<file path="config.mk">
export PLATFORM = sky130hd
export DESIGN_NAME = osm_cell
export DESIGN_NICKNAME = d
export VERILOG_FILES = /design/src/hw/rtl/order_statistic_multiset_macros.svh /design/src/hw/rtl/osm_pkg.sv /design/src/hw/rtl/osm_cell.sv
export SDC_FILE = /design/constraint.sdc
export NUM_CORES = 1
export LEC_CHECK = 0
export ABC_AREA = 0
export BUFFER_PORTS_ARGS = -buffer_cell sky130_fd_sc_hd__buf_2
export CAP_MARGIN = 20
export CORE_UTILIZATION = 48
export CTS_CLUSTER_SIZE = 20
export DETAILED_ROUTE_END_ITERATION = 8
export GPL_TIMING_DRIVEN = 0
export PLACE_DENSITY = 0.84
export SLEW_MARGIN = 5
export SYNTH_ARGS = -nofsm -noshare
export SYNTH_HDL_FRONTEND = slang
export SYNTH_SLANG_ARGS = --single-unit
</file>
<file path="constraint.sdc">
create_clock -name clk_i -period 6 [get_ports clk_i]
set_input_delay 0.3 -clock clk_i [delete_from_list [all_inputs] [get_ports clk_i]]
set_output_delay 0.3 -clock clk_i [all_outputs]
set_load 0.005 [all_outputs]
</file>
<file path="src/hw/rtl/order_statistic_multiset_macros.svh">
// assertion macros for the order statistic multiset
`ifndef ORDER_STATISTIC_MULTISET_MACROS_SVH
`define ORDER_STATISTIC_MULTISET_MACROS_SVH

// plain property under the block clock and reset
`define OSM_ASSERT(name, clk, rst_n, prop) \
  name: assert property (@(posedge clk) disable iff (!rst_n) prop) \
    else $error("osm assertion failed");

// overlapping implication under the block clock and reset
`define OSM_ASSERT_IMP(name, clk, rst_n, pre, post) \
  name: assert property (@(posedge clk) disable iff (!rst_n) (pre) |-> (post)) \
    else $error("osm implication failed");

`endif

</file>
<file path="src/hw/rtl/osm_pkg.sv">
// shared types and constants of the order statistic multiset
package osm_pkg;

  localparam int unsigned ValW        = 31;
  localparam int unsigned RankW       = 11;
  localparam int unsigned OccW        = 11;
  localparam int unsigned DefCapacity = 1024;

  localparam logic OpInsert = 1'b0;
  localparam logic OpTake   = 1'b1;

  typedef enum logic [1:0] {
    StInserted = 2'd0,
    StTaken    = 2'd1,
    StFull     = 2'd2,
    StBadRank  = 2'd3
  } status_e;

  typedef struct packed {
    logic            ins_en;
    logic            del_en;
    logic [ValW-1:0] key;
  } cell_cmd_t;

endpackage

</file>
<file path="src/hw/rtl/osm_cell.sv">
// one sorted-store cell: holds a value, shifts toward a neighbor on insert or take
module osm_cell import osm_pkg::*; #(
  parameter int unsigned IdxW = 10,
  parameter int unsigned Idx  = 0
) (
  input  logic            clk_i,
  input  logic            rst_ni,
  input  cell_cmd_t       cmd_i,
  input  logic [IdxW-1:0] del_pos_i,
  input  logic [ValW-1:0] prev_val_i,
  input  logic            prev_vld_i,
  input  logic            prev_lt_i,
  input  logic [ValW-1:0] next_val_i,
  input  logic            next_vld_i,
  output logic [ValW-1:0] val_o,
  output logic            vld_o,
  output logic            lt_o,
  output logic [ValW-1:0] tap_o
);

  logic [ValW-1:0] val_q, val_d;
  logic            vld_q, vld_d;
  logic            sel, shift;

  assign lt_o  = vld_q && (val_q < cmd_i.key);
  assign sel   = (del_pos_i == IdxW'(Idx));
  assign shift = (del_pos_i <= IdxW'(Idx));

  always_comb begin
    val_d = val_q;
    vld_d = vld_q;
    if (cmd_i.ins_en && !lt_o) begin
      val_d = prev_lt_i ? cmd_i.key : prev_val_i;
      vld_d = vld_q | prev_vld_i;
    end else if (cmd_i.del_en && shift) begin
      val_d = next_val_i;
      vld_d = next_vld_i;
    end
  end

  always_ff @(posedge clk_i or negedge rst_ni) begin
    if (!rst_ni) begin
      vld_q <= 1'b0;
    end else begin
      vld_q <= vld_d;
    end
  end

  always_ff @(posedge clk_i) begin
    val_q <= val_d;
  end

  assign val_o = val_q;
  assign vld_o = vld_q;
  assign tap_o = (sel && vld_q) ? val_q : '0;

endmodule

</file>
# Word level (Yosys, flattened, before mapping)
# Index checks and enable logic that the tools add are counted.
[word_totals]
regBits = 32
input_bits = 110
output_inout_bits = 64
elab_cells = 18
[classes]
order_cmp = 2
n_mux = 6
bitwise_logic = 1
reduce_logical = 7
[ops]
columns = ["operator", "n"]
rows = [
  ["31-bit two-way mux", 4],
  ["31-bit < comparator", 1],
  ["10-bit by 1-bit <= comparator with 1-bit output (second input constant)", 1],
  ["10-bit zero test", 1],
  ["1-bit logical AND", 4],
  ["1-bit two-way mux", 2],
  ["2-bit nonzero test", 1],
  ["1-bit zero test", 1],
  ["1-bit bitwise OR", 1],
]

# Longest topological paths before layout
# Gate-level depths: netlist (run 1).
[depth]
ltp_word = 5
ltp_mapped = 10
mapped_depth_nobuf = 8

# Worst setup path before layout (run 1)
# OpenSTA, ideal clock, no wires.
[synth_timing]
path_type = "register to register"
from = "reg val_q[12], in the netlist val_o[12]"
to = "reg val_q[0], in the netlist val_o[0], enable pin"
setup_time_ns = 0.476
arrival_ns = 2.629
required_time_ns = 5.524
slack_ns = 2.895
stages_incl_launch_ff = 10
n_path_buf = 2
synth_period_minus_slack_ns = 3.105
path_cell_list = "edfxtp_1 > ha_1 > a21o_1 > a21o_1 > a2111oi_4 > o41ai_2 > a21o_1 > buf_6 > buf_8 > nand2b_1"
[synth_between]
elab_chain_cells = 5
[synth_rtl]
columns = ["element", "line", "text"]
rows = [
  ["from (decl)", "osm_cell.sv:21", "logic [ValW-1:0] val_q, val_d;"],
  ["from (signal assigned)", "osm_cell.sv:50", "val_q <= val_d;"],
  ["31-bit < comparator", "osm_cell.sv:25", "assign lt_o = vld_q && (val_q < cmd_i.key);"],
  ["1-bit logical AND", "osm_cell.sv:25", ""],
  ["1-bit zero test", "osm_cell.sv:32", "if (cmd_i.ins_en && !lt_o) begin"],
  ["1-bit logical AND", "osm_cell.sv:32", ""],
  ["2-bit nonzero test (no source line)", "n/a", ""],
]
# Every way passes these cells.
# A chain may end at the register's enable or synchronous reset.

# Worst setup path in the final report (run 1)
[layout_timing]
from = "reg val_q[4], in the netlist val_o[4]"
to = "reg val_q[17], in the netlist val_o[17], enable pin"
# Same word-level chain as after synthesis.

==> results.tsv, run 1 <==
stage	metric	value	unit
grt	grt_use_total	24.8	%
grt	grt_pass1_wl	11900	um
layout	multi_input_area	1760	um^2
synth	ys_ff_latch	32	
sta	fin_crit_sh	53.2	%
synth	synth_area_leaders	edfxtp_1 (32%), mux2_4 (14%), mux2_2 (13%)	
sta	max_freq	313	MHz
sta	fin_skew	0.00843	ns
worst_setup_path	r2r-end	val_o[17]$_DFFE_PP_	
worst_setup_path	crit_arrival	3.10	ns
clocking	cts_max_level	2	
clocking	cts_made_buffers	5	
synth	netlist.area_leader.share	31.9	%
run_status	outcome	finished, final reports clean	
die	ios	174	
clocking	clock_latency	0.28	ns
worst_setup_path	reg2reg_slack	2.81	ns
grt	grt_remaining_overflow	0	
routing	drt-wirelength-per-cell	15.1	um
routing	drtPass1Iterations	4	
die	die_area	6390	um^2
layout	final_common_cell	buf_2	
placed_design	port_buffers	173	
layout	seqCellArea	956	um^2
clocking	clk_path_buf_depth	2	
power_and_ir_drop	p_per_area	173	nW/um^2
die	die_h	80.0	um
worst_setup_path	cp-end-kind	register	
clocking	cts_tree	done	
clocking	clockRootBuffer	clkbuf_8	
die	design.core.area	5890	um^2
layout	nNetsFinal	582	
synth	syn_nets	401	
synth	seq_area_frac_synth	32.8	%
sta	period_minus_slack	3.19	ns
synth	syn_inst	261	
placed_design	dpl.hpwl	6420	um
routing	drt_wl_total	7800	um
die	rows	28	
worst_setup_path	critical_path_class	reg -> reg	
worst_setup_path	reg2regPathDepth	9	
grt	first_global_vias	2638	
routing	antenna_left	0	
sta	rsz0062_at_grt	false	
routing	avgViaCountPerCell	5.05	
sta	finalSetupViolCount	0	
sta	relSlewSlack	44.8	%
worst_setup_path	path_max_fanout	31	
synth	yosysWarningCount	0	
routing	num_vias	2610	
layout	instances_no_fill	517	
clocking	cts.reportedPaths.clkPinSlew	0.07	ns
worst_hold_path	hp-class	in -> reg	
layout	final_cell_mix	buf_2 (173), mux2_2 (34), inv_1 (31), and2_1 (31), edfxtp_1 (31)	
layout	nFillCells	474	
power_and_ir_drop	ir_drop	0.111	mV
worst_setup_path	cp.required	5.91	ns
power_and_ir_drop	leakagePower	2.07	nW
sta	tns	0	ns
clocking	post-cts-setup-buffers	0	
synth	syn_area	2920	um^2
die	die_w	80.0	um
layout	drive_gt1_share	56.1	%
clocking	ctsResizeCount	0	
run	maxCapViolations	0	
die	start_util	49.6	%
layout	antenna_cells	0	
synth	yosysUniqueCellTypes	29	
sta	slew_violations	0	
clocking	numClockSinks	32	
routing	drc	0	
grt	grt_max_degree	32	
sta	tightest_slew	0.828	ns
worst_setup_path	cp-startpoint	val_o[4]$_DFFE_PP_	
synth	yosys.area.top_type	edfxtp_1	
synth	syn_area_per_cell	11.2	um^2
placed_design	numPlacedInstances	509	
worst_setup_path	cp-start-kind	register	
worst_setup_path	rr_startpoint	val_o[4]$_DFFE_PP_	
placed_design	gp_congestion	0.815	
grt	antenna_found_initial	0	
worst_setup_path	endpoint	val_o[17]$_DFFE_PP_	
sta	finalHoldViolCount	0	
layout	area_growth	36.0	%
routing	drt_iter0_markers	64	
-- cells in the mapped netlist --
cell type / instances
mux2_2: 34
and2_1: 31
edfxtp_1: 31
inv_1: 31
ha_1: 30
mux2_4: 28
a21oi_1: 15
nand2_1: 11
nand4_1: 7
clkbuf_1: 6
nor2_1: 5
o21ai_0: 5
nand2b_1: 4
a21o_1: 3
nor4_1: 3
a211oi_1: 2
buf_12: 2
nor3_1: 2
a2111oi_0: 1
a2111oi_4: 1
a41oi_1: 1
and2_0: 1
and4_1: 1
buf_6: 1
buf_8: 1
dfrtp_1: 1
nand3_1: 1
nor2b_1: 1
o41ai_2: 1
-- logic make-up (layout without fill, tap and decap cells) --
group / Yosys count / after routing / share of synthesized area [%]
flip-flops: 32 / 32 / 32.8
adder cells (fa/ha/maj): 30 / 30 / 12.9
AND/OR/NAND/NOR: 67 / 67 / 13.0
buffers and inverters: 41 / 222 / 7.04
AO/OA/AOI/OAI: 29 / 29 / 6.82
multiplexers: 62 / 62 / 27.5
-- where the power goes --
| part | internal (mW) | leakage (nW) | total, mW | switching [mW] |
|---|---|---|---|---|
| combinational | 0.133 | 1.73 | 0.237 | 0.105 |
| sequential | 0.276 | 0.298 | 0.290 | 0.0142 |
| clock | 0.0788 | 0.0410 | 0.157 | 0.0780 |
-- flip-flops by register name (all words and copies together) (netlist names) --
signal / count
val_o: 31
vld_o: 1
-- final cells by class --
cell class | count | share of cell area [%]
Buffer | 10 | 2.24
Clock buffer | 6 | 1.83
Clock inverter | 1 | 0.126
Inverter | 31 | 2.93
Multi-Input combinational cell | 188 | 44.3
Sequential cell | 32 | 24.1
Tap cell | 75 | 2.37
Timing Repair Buffer | 174 | 22.1
-- timing repair --
item / 4_1_cts / 5_1_grt
hold buffers: 1 / 0
endpoints found under the setup margin: 0 / 0
endpoints found under the hold margin: 1 / 0
-- worst max-delay path: stages (launching register included) --
cell,delay [ns]
edfxtp_1,0.42
ha_1,0.33
a21oi_1,0.07
o21ai_0,0.19
a21oi_1,0.10
o41ai_2,0.53
a21o_1,0.20
buf_6,0.15
buf_8,0.16
nand2b_2,0.68
-- how the worst min path moves through the flow --
| stage | from | end | slack [ns] | cells past startpoint |
|---|---|---|---|---|
| floorplan | rst_ni | vld_o$_DFFE_PN0P_ | 0.004 | 0 |
| global placement | rst_ni | vld_o$_DFFE_PN0P_ | 0.08 | 1 |
| detailed placement | rst_ni | vld_o$_DFFE_PN0P_ | 0.09 | 1 |
| CTS | next_val_i[14] | val_o[14]$_DFFE_PP_ | 0.31 | 2 |
| global route | next_val_i[14] | val_o[14]$_DFFE_PP_ | 0.31 | 2 |
| finish | next_val_i[14] | val_o[14]$_DFFE_PP_ | 0.31 | 2 |
-- per-stage QoR --
stage	total power [mW]	util, %	worst slack, ns	hold WS [ns]	cell area [um^2]
after floorplan	0.441	-	2.89	0.00441	2920
after global placement	0.521	65.9	2.30	0.0796	3880
after detailed placement	0.532	65.9	2.80	0.0858	3880
after CTS	0.689	67.4	2.78	0.309	3970
after global routing	0.723	67.4	2.58	0.309	3970
final	0.684	67.4	2.81	0.315	3970
-- metal layers --
layer / vias to the layer above / part of all wire [%] / global-route usage [%]
met5: - / 0 / 0
met4: 0 / 1.4 / 8.39
met3: 9 / 4.9 / 4.57
met2: 102 / 54 / 49.0
met1: 1204 / 40 / 25.9
li1: 1295 / - / -
No activity file was read; power rests on OpenSTA's default activity.
==> inputs of run 2 (changes only) <==
--- a/config.mk
+++ b/config.mk
@@ -8,11 +8,11 @@
 export ABC_AREA = 0
 export BUFFER_PORTS_ARGS = -buffer_cell sky130_fd_sc_hd__buf_2
 export CAP_MARGIN = 20
-export CORE_UTILIZATION = 48
+export CORE_UTILIZATION = 40
 export CTS_CLUSTER_SIZE = 20
 export DETAILED_ROUTE_END_ITERATION = 8
 export GPL_TIMING_DRIVEN = 0
-export PLACE_DENSITY = 0.84
+export PLACE_DENSITY = 0.75
 export SLEW_MARGIN = 5
 export SYNTH_ARGS = -nofsm -noshare
 export SYNTH_HDL_FRONTEND = slang
==> constraint.sdc (replaced) <==
create_clock -name clk_i -period 2.75 [get_ports clk_i]
set_input_delay 0.1375 -clock clk_i [delete_from_list [all_inputs] [get_ports clk_i]]
set_output_delay 0.1375 -clock clk_i [all_outputs]
set_load 0.005 [all_outputs]
==> run 2 against run 1 <==
Compared with the run above: clock skew down 0.0024 ns; setup slack lost 2.7 ns; maximum frequency grew 20%; combinational power rose by 130%; routed wire length grew 2.4%; clock-buffer cell count rose by 1; global-route usage shrank 4.2 points; die area increased by 19%; critical path type unchanged; critical endpoint is now val_o[24]$_DFFE_PP_; largest power group unchanged.
==> results.tsv, run 2 (same netlist as run 1, synthesis figures left out) <==
stage	metric	value	unit
grt	first_global_vias	2572	
sta	finalSetupViolCount	0	
layout	final_common_cell	buf_2	
placed_design	dpl.hpwl	6430	um
worst_setup_path	path_max_fanout	13	
die	design.core.area	6910	um^2
sta	tightest_slew	0.647	ns
power_and_ir_drop	p_per_area	372	nW/um^2
worst_setup_path	crit_arrival	2.70	ns
power_and_ir_drop	total_power	1.53	mW
sta	fin_skew	0.00605	ns
worst_hold_path	hp-class	in -> reg	
layout	nNetsFinal	585	
clocking	cts_max_level	2	
die	rows	30	
run_status	outcome	finished, final reports clean	
clocking	post-cts-setup-buffers	0	
grt	grt_remaining_overflow	0	
die	die_area	7640	um^2
layout	seqCellArea	956	um^2
clocking	clk_path_buf_depth	2	
routing	antenna_left	0	
routing	num_vias	2645	
layout	area_growth	40.5	%
routing	drtPass1Iterations	4	
sta	finalHoldViolCount	0	
worst_setup_path	cp-end-kind	register	
clocking	cts.reportedPaths.clkPinSlew	0.07	ns
worst_setup_path	critPathSlowestCell	edfxtp_1	
worst_setup_path	critical_path_class	reg -> reg	
layout	final_cell_mix	buf_2 (173), mux2_2 (34), inv_1 (31), and2_1 (31), edfxtp_1 (31)	
grt	grt_use_total	20.7	%
power_and_ir_drop	ir_drop	0.196	mV
grt	grt_max_degree	17	
clocking	numClockSinks	32	
sta	fin_crit_sh	96.9	%
layout	multi_input_area	1860	um^2
die	ios	174	
die	die_w	87.4	um
routing	avgViaCountPerCell	4.88	
layout	largest_reg_flops	31	
routing	drc	0	
grt	grt_pass1_wl	12000	um
grt	antenna_found_initial	0	
placed_design	place_ws	-0.152	ns
sta	relSlewSlack	56.9	%
sta	period_minus_slack	2.66	ns
routing	drt_iter0_markers	66	
sta	slew_violations	0	
routing	drt_wl_total	7990	um
power_and_ir_drop	leakagePower	2.11	nW
layout	drive_gt1_share	57.4	%
sta	max_freq	375	MHz
routing	drt-wirelength-per-cell	14.7	um
clocking	clock_latency	0.28	ns
worst_setup_path	cp.required	2.78	ns
worst_setup_path	cp-start-kind	register	
clocking	cts_made_buffers	5	
worst_setup_path	critical_path.top_delay_family	compound AO/OA/AOI/OAI gates	
die	start_util	42.2	%
placed_design	gp_congestion	0.805	
clocking	clockRootBuffer	clkbuf_8	
clocking	cts_tree	done	
placed_design	port_buffers	173	
die	die_h	87.4	um
worst_setup_path	cpPeakStageDelay	0.42	ns
sta	setup_ws	0.0864	ns
layout	nFillCells	620	
worst_setup_path	critPathBufInv	2	
layout	antenna_cells	0	
worst_setup_path	cp_cell_sequence	ha_1 > nand4_1 > nor3_1 > a2111oi_4 > o41ai_4 > a21o_1 > buf_6 > buf_8 > mux2_4	
run	maxCapViolations	0	
[run 2: cell count changes in the layout (fill, tap and decap cells not counted), sizes merged]
cell,before,now
clkbuf,12,13
nand2b,4,7
[run 2: what timing repair did]
| action | 4_1_cts | 5_1_grt |
|---|---|---|
| hold buffers | 1 | 0 |
| endpoints found under the hold margin | 1 | 0 |
| endpoints found under the setup margin | 31 | 59 |
| cloned | 1 | 2 |
| resized for setup | 1 | 8 |
| pin swaps | 0 | 4 |
[run 2: final timing paths]
path                       slack, ns                  end           startpoint  depth (start not counted)
setup / recovery                0.09  val_o[24]$_DFFE_PP_  val_o[13]$_DFFE_PP_                          9
hold / removal                  0.14    vld_o$_DFFE_PN0P_           prev_vld_i                          3
setup reg to reg                0.09  val_o[24]$_DFFE_PP_  val_o[13]$_DFFE_PP_                          9
hold reg to reg                 0.65    vld_o$_DFFE_PN0P_    vld_o$_DFFE_PN0P_                          2
max in group asynchronous       2.50    vld_o$_DFFE_PN0P_               rst_ni                          2
min in group asynchronous       0.17    vld_o$_DFFE_PN0P_               rst_ni                          2
[run 2: worst min-delay path, stage by stage]
cell and delay [ns]:
buf_2 0.10, nor2_1 0.07, a211oi_1 0.07
[run 2: area by class of cell]
type	count	share of cell area, %
well taps	96	2.93
repair buffers	174	21.4
inverters	31	2.84
multi-input cells	191	45.4
flip-flops and latches	32	23.3
clock buffers	7	1.86
plain buffers	10	2.17
clock inverters	1	0.122
[run 2: routing by layer]
metal / global-route usage (%) / up-vias / part of all wire, %
met5: 0 / - / 0
met4: 6.56 / 0 / 1.2
met3: 2.27 / 9 / 4.7
met2: 37.0 / 101 / 52
met1: 25.9 / 1227 / 43
li1: - / 1308 / -
[run 2: through the flow]
step / instance area, um^2 / hold slack (ns) / std cells / setup TNS, ns / utilization, %
final: 4100 / 0.139 / 542 / 0 / 59.3
after global routing: 4100 / 0.149 / 542 / -0.00350 / 59.3
after CTS: 4020 / 0.134 / 540 / -0.0392 / 58.1
after detailed placement: 3910 / -0.0869 / 530 / -4.66 / 56.6
after global placement: 3910 / -0.0877 / 530 / -4.02 / 56.6
after floorplan: 2920 / -0.158 / 261 / 0 / -
[run 2: power breakdown]
group	switching (mW)	total, mW	internal, mW
logic	0.232	0.536	0.304
clock network	0.178	0.355	0.178
registers	0.0330	0.635	0.601
==> inputs of run 3 (changes only) <==
--- a/config.mk
+++ b/config.mk
@@ -8,11 +8,11 @@
 export ABC_AREA = 0
 export BUFFER_PORTS_ARGS = -buffer_cell sky130_fd_sc_hd__buf_2
 export CAP_MARGIN = 20
-export CORE_UTILIZATION = 40
+export CORE_UTILIZATION = 29
 export CTS_CLUSTER_SIZE = 20
 export DETAILED_ROUTE_END_ITERATION = 8
 export GPL_TIMING_DRIVEN = 0
-export PLACE_DENSITY = 0.75
+export PLACE_DENSITY = 0.56
 export SLEW_MARGIN = 5
 export SYNTH_ARGS = -nofsm -noshare
 export SYNTH_HDL_FRONTEND = slang
==> constraint.sdc (replaced) <==
create_clock -name clk_i -period 2.75 [get_ports clk_i]
set_input_delay 0.275 -clock clk_i [delete_from_list [all_inputs] [get_ports clk_i]]
set_output_delay 0.275 -clock clk_i [all_outputs]
set_load 0.005 [all_outputs]
==> run 3 against run 2 <==
Compared with the run above: combinational power grew 2%; sequential share of layout area shrank 0.38 points; clock power grew 7.6%; cell count grew 7.6%; clock-buffer cell count rose by 1; setup slack gained 0.011 ns; critical path type unchanged; critical endpoint unchanged; largest cell class unchanged.
==> results.tsv, run 3 (same netlist as run 1, synthesis figures left out) <==
stage	metric	value	unit
worst_setup_path	cp-start-kind	register	
layout	final_area	4170	um^2
layout	largest_reg_flops	31	
run	maxCapViolations	0	
sta	fin_crit_sh	96.5	%
routing	drc	0	
worst_hold_path	worstHoldStart	prev_vld_i	
clocking	clock_latency	0.28	ns
grt	grt_use_total	15.3	%
power_and_ir_drop	seqPwrFrac	40.5	%
power_and_ir_drop	p_per_area	375	nW/um^2
worst_setup_path	rr_startpoint	val_o[29]$_DFFE_PP_	
routing	drt_iter0_markers	24	
sta	period_minus_slack	2.65	ns
layout	antenna_cells	0	
layout	final_common_cell	buf_2	
sta	relSlewSlack	54.0	%
worst_hold_path	holdPathStages	3	
worst_setup_path	reg2reg_slack	0.1	ns
placed_design	numPlacedInstances	567	
worst_setup_path	reg2regPathDepth	9	
clocking	cts_max_level	2	
power_and_ir_drop	p_int	1.12	mW
clocking	cts_tree	done	
layout	area_growth	42.8	%
power_and_ir_drop	pwr-share-clk	24.5	%
die	die_w	102	um
layout	final_cell_mix	buf_2 (173), mux2_2 (34), inv_1 (31), and2_1 (31), edfxtp_1 (31)	
clocking	clk_path_buf_depth	2	
placed_design	port_buffers	173	
power_and_ir_drop	swShare	28.6	%
die	start_util	29.8	%
worst_setup_path	cp.required	2.78	ns
sta	finalSetupViolCount	0	
die	ios	174	
worst_setup_path	path_max_fanout	13	
worst_setup_path	cp-end-kind	register	
worst_setup_path	critical_path_class	reg -> reg	
die	rows	36	
sta	max_freq	377	MHz
worst_setup_path	r2r-end	val_o[24]$_DFFE_PP_	
worst_setup_path	crit_arrival	2.69	ns
clocking	clockRootBuffer	clkbuf_8	
worst_setup_path	cpPeakStageDelay	0.41	ns
layout	drive_gt1_share	57.3	%
die	design.core.area	9770	um^2
worst_setup_path	cp_cell_sequence	ha_1 > nand4_1 > nor3_1 > nand2_1 > a41oi_2 > a21o_1 > buf_6 > buf_8 > mux2_4	
grt	first_global_vias	2364	
power_and_ir_drop	ir_drop	0.157	mV
placed_design	placed_cell_area	3960	um^2
die	die_h	102	um
routing	avgViaCountPerCell	4.44	
worst_hold_path	min_to	vld_o$_DFFE_PN0P_	
grt	grt_pass1_wl	11800	um
clocking	cts.reportedPaths.clkPinSlew	0.07	ns
power_and_ir_drop	leakagePower	2.13	nW
grt	grt_remaining_overflow	0	
worst_setup_path	critPathSlowestCell	edfxtp_1	
routing	antenna_left	0	
placed_design	dpl.hpwl	6430	um
sta	tightest_slew	0.690	ns
die	die_area	10500	um^2
sta	slew_violations	0	
grt	antenna_found_initial	0	
worst_hold_path	hp-class	in -> reg	
layout	instances_no_fill	583	
run_status	outcome	finished, final reports clean	
routing	drt_wl_total	8260	um
routing	drt-wirelength-per-cell	14.2	um
grt	grt_max_degree	14	
layout	nNetsFinal	589	
routing	drtPass1Iterations	5	
routing	num_vias	2587	
sta	finalHoldViolCount	0	
power_and_ir_drop	switching_power	0.447	mW
placed_design	gp_congestion	0.727	
clocking	numClockSinks	32	
clocking	cts_made_buffers	5	
power_and_ir_drop	combPwrFrac	35.0	%
sta	fin_skew	0.00672	ns
run 3: critical path, delay by kind of cell (launching register included):
kind | cells | cell delay (ns)
adder cells (fa/ha/maj) | 1 | 0.34
AO/OA/AOI/OAI | 2 | 0.38
AND/OR/NAND/NOR | 3 | 0.61
multiplexers | 1 | 0.31
flip-flops | 1 | 0.41
buffers and inverters | 2 | 0.35
run 3: area by class of cell:
class                   count  area, um^2
fillers                   974        5610
multi-input cells         191        1840
flip-flops and latches     32         956
repair buffers            178         906
well taps                 133         166
inverters                  31         116
clock buffers               8        90.1
plain buffers              10        88.8
run 3: power groups by stage:
stage	logic (mW)	clock network, mW	registers (mW)
after floorplan	0.322	0	0.641
after global placement	0.511	0	0.643
after detailed placement	0.519	0	0.646
after CTS	0.542	0.401	0.634
after global routing	0.607	0.413	0.639
final	0.547	0.382	0.633
run 3: metrics by stage:
step	utilization [%]	power (mW)	hold slack, ns	worst slack [ns]	setup TNS, ns
final	42.6	1.56	0.283	0.0970	0
after global routing	42.6	1.66	0.278	-0.0205	-0.553
after CTS	42.0	1.58	0.274	0.000296	0
after detailed placement	40.5	1.17	0.0516	-0.248	-7.64
after global placement	40.5	1.15	0.0500	-0.217	-6.67
after floorplan	-	0.963	-0.0206	0.155	0
run 3: worst max-delay path by stage:
stage,slack (ns),endpoint,start,depth (start not counted)
3_3_place_gp,-0.22,val_o[3]$_DFFE_PP_,val_o[2]$_DFFE_PP_,9
5_1_grt,-0.02,val_o[9]$_DFFE_PP_,val_o[29]$_DFFE_PP_,9
4_1_cts,0.0003,val_o[24]$_DFFE_PP_,val_o[12]$_DFFE_PP_,9
2_1_floorplan,0.16,val_o[0]$_DFFE_PP_,val_o[12]$_DFFE_PP_,9
6_report,0.1,val_o[24]$_DFFE_PP_,val_o[29]$_DFFE_PP_,9
3_5_place_dp,-0.25,val_o[30]$_DFFE_PP_,val_o[6]$_DFFE_PP_,9
run 3: layer usage:
metal | vias to the layer above | routed length (um) | GRT usage (%)
met5 | - | 0 | 0
met4 | 0 | 62 | 3.74
met3 | 5 | 389 | 2.94
met2 | 101 | 3980 | 26.3
met1 | 1167 | 3830 | 19.7
li1 | 1314 | - | -
run 3: timing repair:
action | in CTS | in global routing
buffers inserted | 0 | 4
hold buffers | 1 | 0
gates cloned | 3 | 0
resized for setup | 4 | 3
pin swaps | 0 | 5
hold endpoints to repair | 1 | 0
setup endpoints to repair | 31 | 59
